`config.mk`:
```
export PLATFORM = sky130hd
export DESIGN_NAME = divider_resistance_ema_filter_core
export DESIGN_NICKNAME = d
export VERILOG_FILES = /design/src/rtl/drema_pkg.sv /design/src/rtl/divider_resistance_ema_filter_core.sv
export SDC_FILE = /design/constraint.sdc
export NUM_CORES = 1
export LEC_CHECK = 0
export BUFFER_PORTS_ARGS = -buffer_cell sky130_fd_sc_hd__buf_2
export CORE_MARGIN = 5
export CORE_UTILIZATION = 30
export DETAILED_ROUTE_END_ITERATION = 8
export GPL_ROUTABILITY_DRIVEN = 0
export PLACE_DENSITY = 0.49
export REMOVE_ABC_BUFFERS = 1
export SYNTH_ARGS = -nofsm -noshare
export SYNTH_HDL_FRONTEND = slang
export SYNTH_SLANG_ARGS = --single-unit
```
`constraint.sdc`:
```
create_clock -name clk -period 8.05 [get_ports clk]
set_input_delay 0.4025 -clock clk [delete_from_list [all_inputs] [get_ports clk]]
set_output_delay 0.4025 -clock clk [all_outputs]
set_load 0.01 [all_outputs]
```
`src/rtl/drema_pkg.sv`:
```
// Shared types, widths and constants for the divider resistance EMA filter.
`default_nettype none
package drema_pkg;

  localparam int ADC_BITS  = 10;
  localparam int FRAC_BITS = 16;

  localparam int SER_W   = 22;
  localparam int MAXR_W  = 31;
  localparam int ALPHA_W = FRAC_BITS + 1;
  localparam int AVG_W   = MAXR_W + FRAC_BITS;
  localparam int PROD_W  = SER_W + ADC_BITS;
  localparam int ACC_W   = AVG_W + FRAC_BITS + 1;
  localparam int CNT_W   = $clog2(PROD_W + 1);
  localparam int CFG_W   = MAXR_W;
  localparam int IDX_W   = 2;

  localparam logic [ADC_BITS-1:0] ADC_FS   = {ADC_BITS{1'b1}};
  localparam logic [ALPHA_W-1:0]  Q_ONE    = ALPHA_W'(1) << FRAC_BITS;
  localparam logic [ACC_W-1:0]    Q_HALF   = ACC_W'(1) << (FRAC_BITS - 1);

  localparam logic [SER_W-1:0]   SER_RST   = SER_W'(10000);
  localparam logic [MAXR_W-1:0]  MAXR_RST  = MAXR_W'(1000000);
  localparam logic [ALPHA_W-1:0] ALPHA_RST = ALPHA_W'(6554);

  typedef enum logic [IDX_W-1:0] {
    REG_SERIES = 2'd0,
    REG_MAXR   = 2'd1,
    REG_ALPHA  = 2'd2
  } reg_idx_t;

  typedef enum logic [2:0] {
    ST_IDLE,
    ST_MUL,
    ST_DIV,
    ST_PREP,
    ST_EMA,
    ST_DONE
  } state_t;

endpackage
`default_nettype wire

```
`src/rtl/divider_resistance_ema_filter_core.sv`:
```
// Divider resistance with bit-serial multiply, divide and EMA update.
// Steps: single-bit shift-add multiply and restoring divide, clamp, EMA update, output register;
// a full-scale reading skips multiply and divide, the first sample skips the EMA.
// Requests are taken only in the idle state, not while one is in progress.
// A new request is taken while a result waits in the output register.
// Reset (rst_n low, synchronous) restores register defaults, clears the filter.
`default_nettype none
module divider_resistance_ema_filter_core (
  input  wire logic                           clk,
  input  wire logic                           rst_n,
  input  wire logic                           cfg_wr_en,
  input  wire logic [drema_pkg::IDX_W-1:0]    cfg_index,
  input  wire logic [drema_pkg::CFG_W-1:0]    cfg_wdata,
  input  wire logic                           in_valid,
  output logic                                in_ready,
  input  wire logic [drema_pkg::ADC_BITS-1:0] in_adc_reading,
  output logic                                out_valid,
  input  wire logic                           out_ready,
  output logic [drema_pkg::MAXR_W-1:0]        out_resistance_ohms,
  output logic [drema_pkg::AVG_W-1:0]         out_filtered_q16,
  output logic                                out_was_first
);

  localparam int ADC_BITS  = drema_pkg::ADC_BITS;
  localparam int FRAC_BITS = drema_pkg::FRAC_BITS;
  localparam int SER_W     = drema_pkg::SER_W;
  localparam int MAXR_W    = drema_pkg::MAXR_W;
  localparam int ALPHA_W   = drema_pkg::ALPHA_W;
  localparam int AVG_W     = drema_pkg::AVG_W;
  localparam int PROD_W    = drema_pkg::PROD_W;
  localparam int ACC_W     = drema_pkg::ACC_W;
  localparam int CNT_W     = drema_pkg::CNT_W;

  drema_pkg::state_t state_r, state_nxt;

  logic [SER_W-1:0]   series_r;
  logic [MAXR_W-1:0]  maxr_r;
  logic [ALPHA_W-1:0] alpha_r;

  logic               ready_r, ready_nxt;
  logic [AVG_W-1:0]   avg_r, avg_nxt;

  logic [ADC_BITS-1:0] rd_r, rd_nxt;
  logic [PROD_W-1:0]   mcand_r, mcand_nxt;
  logic [ADC_BITS-1:0] mplier_r, mplier_nxt;
  logic [PROD_W-1:0]   prod_r, prod_nxt;
  logic [PROD_W-1:0]   quo_r, quo_nxt;
  logic [ADC_BITS-1:0] rem_r, rem_nxt;
  logic [ADC_BITS-1:0] den_r, den_nxt;
  logic [CNT_W-1:0]    cnt_r, cnt_nxt;
  logic [MAXR_W-1:0]   res_r, res_nxt;
  logic [ALPHA_W-1:0]  wa_r, wa_nxt;
  logic [ALPHA_W-1:0]  wb_r, wb_nxt;
  logic [ACC_W-1:0]    acc_r, acc_nxt;

  logic                out_valid_r, out_valid_nxt;
  logic [MAXR_W-1:0]   out_res_r, out_res_nxt;
  logic [AVG_W-1:0]    out_filt_r, out_filt_nxt;
  logic                out_first_r, out_first_nxt;

  logic [ADC_BITS:0]   trial;
  logic [ADC_BITS:0]   trial_diff;
  logic [ALPHA_W-1:0]  alpha_sat;
  logic [AVG_W-1:0]    x_val;
  logic [ACC_W-1:0]    sum;
  logic                out_free;

  always_ff @(posedge clk) begin
    if (!rst_n) begin
      series_r <= drema_pkg::SER_RST;
      maxr_r   <= drema_pkg::MAXR_RST;
      alpha_r  <= drema_pkg::ALPHA_RST;
    end else if (cfg_wr_en) begin
      case (cfg_index)
        drema_pkg::REG_SERIES: series_r <= cfg_wdata[SER_W-1:0];
        drema_pkg::REG_MAXR:   maxr_r   <= cfg_wdata[MAXR_W-1:0];
        drema_pkg::REG_ALPHA:  alpha_r  <= cfg_wdata[ALPHA_W-1:0];
        default: ;
      endcase
    end
  end

  always_ff @(posedge clk) begin
    if (!rst_n) begin
      state_r     <= drema_pkg::ST_IDLE;
      ready_r     <= 1'b0;
      avg_r       <= '0;
      out_valid_r <= 1'b0;
    end else begin
      state_r     <= state_nxt;
      ready_r     <= ready_nxt;
      avg_r       <= avg_nxt;
      out_valid_r <= out_valid_nxt;
    end
  end

  always_ff @(posedge clk) begin
    rd_r        <= rd_nxt;
    mcand_r     <= mcand_nxt;
    mplier_r    <= mplier_nxt;
    prod_r      <= prod_nxt;
    quo_r       <= quo_nxt;
    rem_r       <= rem_nxt;
    den_r       <= den_nxt;
    cnt_r       <= cnt_nxt;
    res_r       <= res_nxt;
    wa_r        <= wa_nxt;
    wb_r        <= wb_nxt;
    acc_r       <= acc_nxt;
    out_res_r   <= out_res_nxt;
    out_filt_r  <= out_filt_nxt;
    out_first_r <= out_first_nxt;
  end

  always_comb begin
    trial      = {rem_r, quo_r[PROD_W-1]};
    trial_diff = trial - {1'b0, den_r};
    alpha_sat  = (alpha_r > drema_pkg::Q_ONE) ? drema_pkg::Q_ONE : alpha_r;
    x_val      = {res_r, {FRAC_BITS{1'b0}}};
    sum        = acc_r + drema_pkg::Q_HALF;
    out_free   = !out_valid_r || out_ready;
  end

  always_comb begin
    state_nxt     = state_r;
    ready_nxt     = ready_r;
    avg_nxt       = avg_r;
    rd_nxt        = rd_r;
    mcand_nxt     = mcand_r;
    mplier_nxt    = mplier_r;
    prod_nxt      = prod_r;
    quo_nxt       = quo_r;
    rem_nxt       = rem_r;
    den_nxt       = den_r;
    cnt_nxt       = cnt_r;
    res_nxt       = res_r;
    wa_nxt        = wa_r;
    wb_nxt        = wb_r;
    acc_nxt       = acc_r;
    out_valid_nxt = out_valid_r && !out_ready;
    out_res_nxt   = out_res_r;
    out_filt_nxt  = out_filt_r;
    out_first_nxt = out_first_r;
    in_ready      = (state_r == drema_pkg::ST_IDLE);

    case (state_r)
      drema_pkg::ST_IDLE: begin
        if (in_valid) begin
          rd_nxt = in_adc_reading;
          if (in_adc_reading == drema_pkg::ADC_FS) begin
            res_nxt   = maxr_r;
            state_nxt = drema_pkg::ST_PREP;
          end else begin
            mcand_nxt  = PROD_W'(series_r);
            mplier_nxt = in_adc_reading;
            prod_nxt   = '0;
            cnt_nxt    = '0;
            state_nxt  = drema_pkg::ST_MUL;
          end
        end
      end
      drema_pkg::ST_MUL: begin
        if (mplier_r[0]) prod_nxt = prod_r + mcand_r;
        mcand_nxt  = {mcand_r[PROD_W-2:0], 1'b0};
        mplier_nxt = mplier_r >> 1;
        cnt_nxt    = cnt_r + 1'b1;
        if (cnt_r == CNT_W'(ADC_BITS - 1)) begin
          // divisor is FS - reading, never zero on this path
          den_nxt   = drema_pkg::ADC_FS - rd_r;
          rem_nxt   = '0;
          cnt_nxt   = '0;
          state_nxt = drema_pkg::ST_DIV;
        end
      end
      drema_pkg::ST_DIV: begin
        if (cnt_r == '0) begin
          quo_nxt = prod_r;
          cnt_nxt = cnt_r + 1'b1;
        end else begin
          if (!trial_diff[ADC_BITS]) begin
            rem_nxt = trial_diff[ADC_BITS-1:0];
            quo_nxt = {quo_r[PROD_W-2:0], 1'b1};
          end else begin
            rem_nxt = trial[ADC_BITS-1:0];
            quo_nxt = {quo_r[PROD_W-2:0], 1'b0};
          end
          cnt_nxt = cnt_r + 1'b1;
          if (cnt_r == CNT_W'(PROD_W)) begin
            state_nxt = drema_pkg::ST_PREP;
          end
        end
      end
      drema_pkg::ST_PREP: begin
        // the divide result is still in quo_r unless the full-scale path set res_r
        if (rd_r != drema_pkg::ADC_FS) begin
          res_nxt = (quo_r > PROD_W'(maxr_r)) ? maxr_r : quo_r[MAXR_W-1:0];
          state_nxt = drema_pkg::ST_PREP;
          rd_nxt    = drema_pkg::ADC_FS;
        end else if (!ready_r) begin
          // first sample: acc = x << FRAC so the rounding step returns x
          acc_nxt   = ACC_W'(x_val) << FRAC_BITS;
          state_nxt = drema_pkg::ST_DONE;
        end else begin
          wa_nxt    = alpha_sat;
          wb_nxt    = drema_pkg::Q_ONE - alpha_sat;
          acc_nxt   = '0;
          cnt_nxt   = '0;
          state_nxt = drema_pkg::ST_EMA;
        end
      end
      drema_pkg::ST_EMA: begin
        // MSB-first shift-add of x*a + avg*(1-a)
        acc_nxt = {acc_r[ACC_W-2:0], 1'b0}
                + (wa_r[ALPHA_W-1] ? ACC_W'(x_val) : '0)
                + (wb_r[ALPHA_W-1] ? ACC_W'(avg_r) : '0);
        wa_nxt  = {wa_r[ALPHA_W-2:0], 1'b0};
        wb_nxt  = {wb_r[ALPHA_W-2:0], 1'b0};
        cnt_nxt = cnt_r + 1'b1;
        if (cnt_r == CNT_W'(ALPHA_W - 1)) begin
          state_nxt = drema_pkg::ST_DONE;
        end
      end
      drema_pkg::ST_DONE: begin
        if (out_free) begin
          out_valid_nxt = 1'b1;
          out_res_nxt   = res_r;
          out_filt_nxt  = sum[FRAC_BITS +: AVG_W];
          out_first_nxt = !ready_r;
          avg_nxt       = sum[FRAC_BITS +: AVG_W];
          ready_nxt     = 1'b1;
          state_nxt     = drema_pkg::ST_IDLE;
        end
      end
      default: state_nxt = drema_pkg::ST_IDLE;
    endcase
  end

  assign out_valid           = out_valid_r;
  assign out_resistance_ohms = out_res_r;
  assign out_filtered_q16    = out_filt_r;
  assign out_was_first       = out_first_r;

endmodule
`default_nettype wire
```
==> results.md <==
* Status: completed
* Total CTS buffers at 54
* M3 GR Usage at 2.08%
* Ys async rst share at 0%
* Post-layout utilization of the core at 34.3%
* Hpwl dp at 54200 um
* Max_slew headroom at 21.4%
* GR Util met1 at 21.1%
* Slew @ Worst Pin at 1.18 ns
* Switching power total at 2.72 mW
* Highest clock rate at 215 MHz
* Die Height at 304 um
* CP Class: flip-flop to flip-flop
* Synth cell types at 82
* Post-synth top area share at 40.2%
* Vias at 18800
* Crit path DAT at 4.98 ns
* Total grt overflow at 0
* Sequential area share after synthesis at 49.6%
* Clk buf depth at 3
* Wire per inst at 19.7 um
* Fill count at 8778
* Hold Crit Class: input pin to flip-flop
* Most numerous cell in the Yosys netlist: nand2_1
* Standard-cell row count at 108
* Largest net degree at the start of global routing at 86
* Die width at 304 um
* Area Growth Syn to Fin at 14.1%
* Clock Pin Slew Worst Setup and Hold Paths at 0.06 ns
* Detail Route Antenna Nets at 0
* Final net count at 2784
* Initial antenna violation count at 1
* Post-CTS Resized at 0
* Leak pwr at 11.7 nW
* # setup viols final at 0
* Root Buffer: clkbuf_16
* Synth cell count leaders: nand2_1 (352), edfxtp_1 (348), nor2_1 (163)
* Layout cells sized above 1 at 14.4%
* Maxcap violations at 0
* Grt met2 use at 25.4%
* Number of DRC violations after detailed routing at 0
* Vias in the first global route at 18700
* Setup TNS Final at 0 ns
* Leading area contributor after synthesis: edfxtp_1
* Core Region at 0.0865 mm^2
* Via/cell ratio at 4.98
* Dominant synthesized flop cell: edfxtp_1
* H-tree depth at 2
* Synth Register Bits at 470
* RSZ-0062 raised after global routing: no
* Crit end category: flip-flop
* Minimum clock period at 4.65 ns
* Final Cycle Share at 57.7%
* PortBufs at 128
* Top post-synthesis cells by area: edfxtp_1 (40%), dfxtp_1 (9.4%), ha_1 (6.6%)
* Hold_buf cts at 0
* Initial Utilization at 30.1%
* CP Data Required Time at 8.38 ns
* Io pins at 129
* Worst IR Drop VDD at 0.000150 V
* 1st-iter DRT viols at 1254
* Sequential fraction of design power at 42.0%
* Crit path max fanout at 31
* Clk Latency, worst-skew pair at 0.61 ns
* Internal at 5.54 mW
* Total Wirelength at 74100 um
* Pwr Density at 278 mW/mm^2
* Syn Std Cell Area at 0.0260 mm^2
* Die Area at 0.0927 mm^2
* First-pass iteration count of the detailed router at 5
* Number of max-slew violations in the final report at 0
* Gate power share at 26.9%
* Startpoint types: flip-flop
* First-pass GRT wire length at 113000 um
* Clock tree from TritonCTS: yes
* Synth warnings at 0
* Avg Cell Area, Syn at 10.5 um^2
* Final Hold Fails at 0
* Syn Inst Count at 2475
* Clk network pwr share at 31.1%
* Sinks on Clock Net at 470
* Top Usage Layer GRT: met2
* Setup bufs post-CTS at 0
* Number of synthesized flops with an enable pin at 348
* Switching fraction of total power at 33.0%
* Total global-route track usage at 15.4%
* Fin Clk Skew at 0.0182 ns
[area by class of cell]
| type | count | area (um^2) | share of cell area (%) |
|---|---|---|---|
| Inverter | 90 | 338 | 1.14 |
| Sequential cell | 470 | 12900 | 43.4 |
| Timing Repair Buffer | 151 | 816 | 2.75 |
| Clock inverter | 32 | 327 | 1.10 |
| Clock buffer | 70 | 1530 | 5.17 |
| Antenna cell | 2 | 5.00 | 0.0169 |
| Tap cell | 1155 | 1450 | 4.87 |
| Multi-Input combinational cell | 1797 | 12300 | 41.5 |
[critical path, stage by stage (launching register included)]
cell       delay (ns)
edfxtp_1         0.97
and2_1           0.26
fa_1             0.43
ha_1             0.45
nand4_1          0.20
nor4_1           0.34
o21ai_1          0.11
and3_1           0.20
a2111oi_2        0.53
o21ai_1          0.23
o21ai_4          0.28
nand2_1          0.12
xor2_1           0.17
o21ai_1          0.07
[path summary, 6_finish.rpt]
check / from / to / slack (ns) / cells after the start
max: wa_r[16] / acc_r[49] / 3.40 / 13
min: cfg_wdata[29] / maxr_r[29] / 0.08 / 3
max reg2reg: wa_r[16] / acc_r[49] / 3.40 / 13
min reg2reg: series_r[5] / series_r[5] / 0.47 / 2
[state kept, by name, indices dropped and copies added, names as in the netlist, 22 cells and up]
register / cells
series_r: 22
mcand_r: 32
avg_r: 47
quo_r: 32
out_resistance_ohms: 31
acc_r: 63
maxr_r: 31
res_r: 31
out_filtered_q16: 47
prod_r: 32
[cells by family (layout without fill, tap and decap cells)]
logic type,after synthesis,after routing,synth area share [%]
and+or+nand+nor,948,948,17.7
buffers and inverters,208,343,3.32
xor gates and xnor gates,138,138,4.65
DFF,470,470,49.6
AOI/OAI and AO/OA,455,455,12.0
muxes,84,84,3.54
other,0,2,0
adders and majority gates,172,172,9.25
[power groups by stage]
| stage | Clock [mW] | Sequential, mW | Combinational, mW |
|---|---|---|---|
| global placement | 0 | 3.51 | 2.18 |
| CTS | 2.65 | 3.47 | 2.24 |
| floorplan | 0 | 3.33 | 1.70 |
| detailed placement | 0 | 3.52 | 2.22 |
| finish | 2.57 | 3.47 | 2.22 |
| global route | 2.75 | 3.50 | 2.50 |
[metal layers]
| layer | wire, um | part of all wire [%] | vias up |
|---|---|---|---|
| li1 | - | - | 9034 |
| met2 | 34600 | 47 | 458 |
| met3 | 3190 | 4.3 | 113 |
| met4 | 2180 | 2.9 | 0 |
| met1 | 34100 | 46 | 9166 |
| met5 | 0 | 0 | - |
[per-stage QoR]
stage / hold WS (ns) / instances / cell area [um^2] / worst slack (ns) / power, mW
detailed placement: 0.458 / 3663 / 27800 / 3.41 / 5.74
finish: 0.0785 / 3767 / 29700 / 3.40 / 8.26
CTS: 0.0398 / 3765 / 29700 / 3.40 / 8.35
floorplan: 0.433 / 2357 / 25500 / 0.358 / 5.04
global placement: 0.451 / 3663 / 27800 / 3.46 / 5.69
global route: 0.0517 / 3765 / 29700 / 3.00 / 8.74
[cell usage in the layout (no fill, tap or decap), types with 63 or more instances in the layout]
master	Yosys	routed
dfxtp_1	122	122
nand3_1	88	88
xor2_1	66	66
nor2_1	163	162
nand2_1	352	351
o21ai_0	64	63
buf_2	11	127
xnor2_1	72	72
a21oi_1	93	93
and2_1	93	93
edfxtp_1	348	348
ha_1	138	138
inv_1	89	89
(Power assumes the default switching activity.)
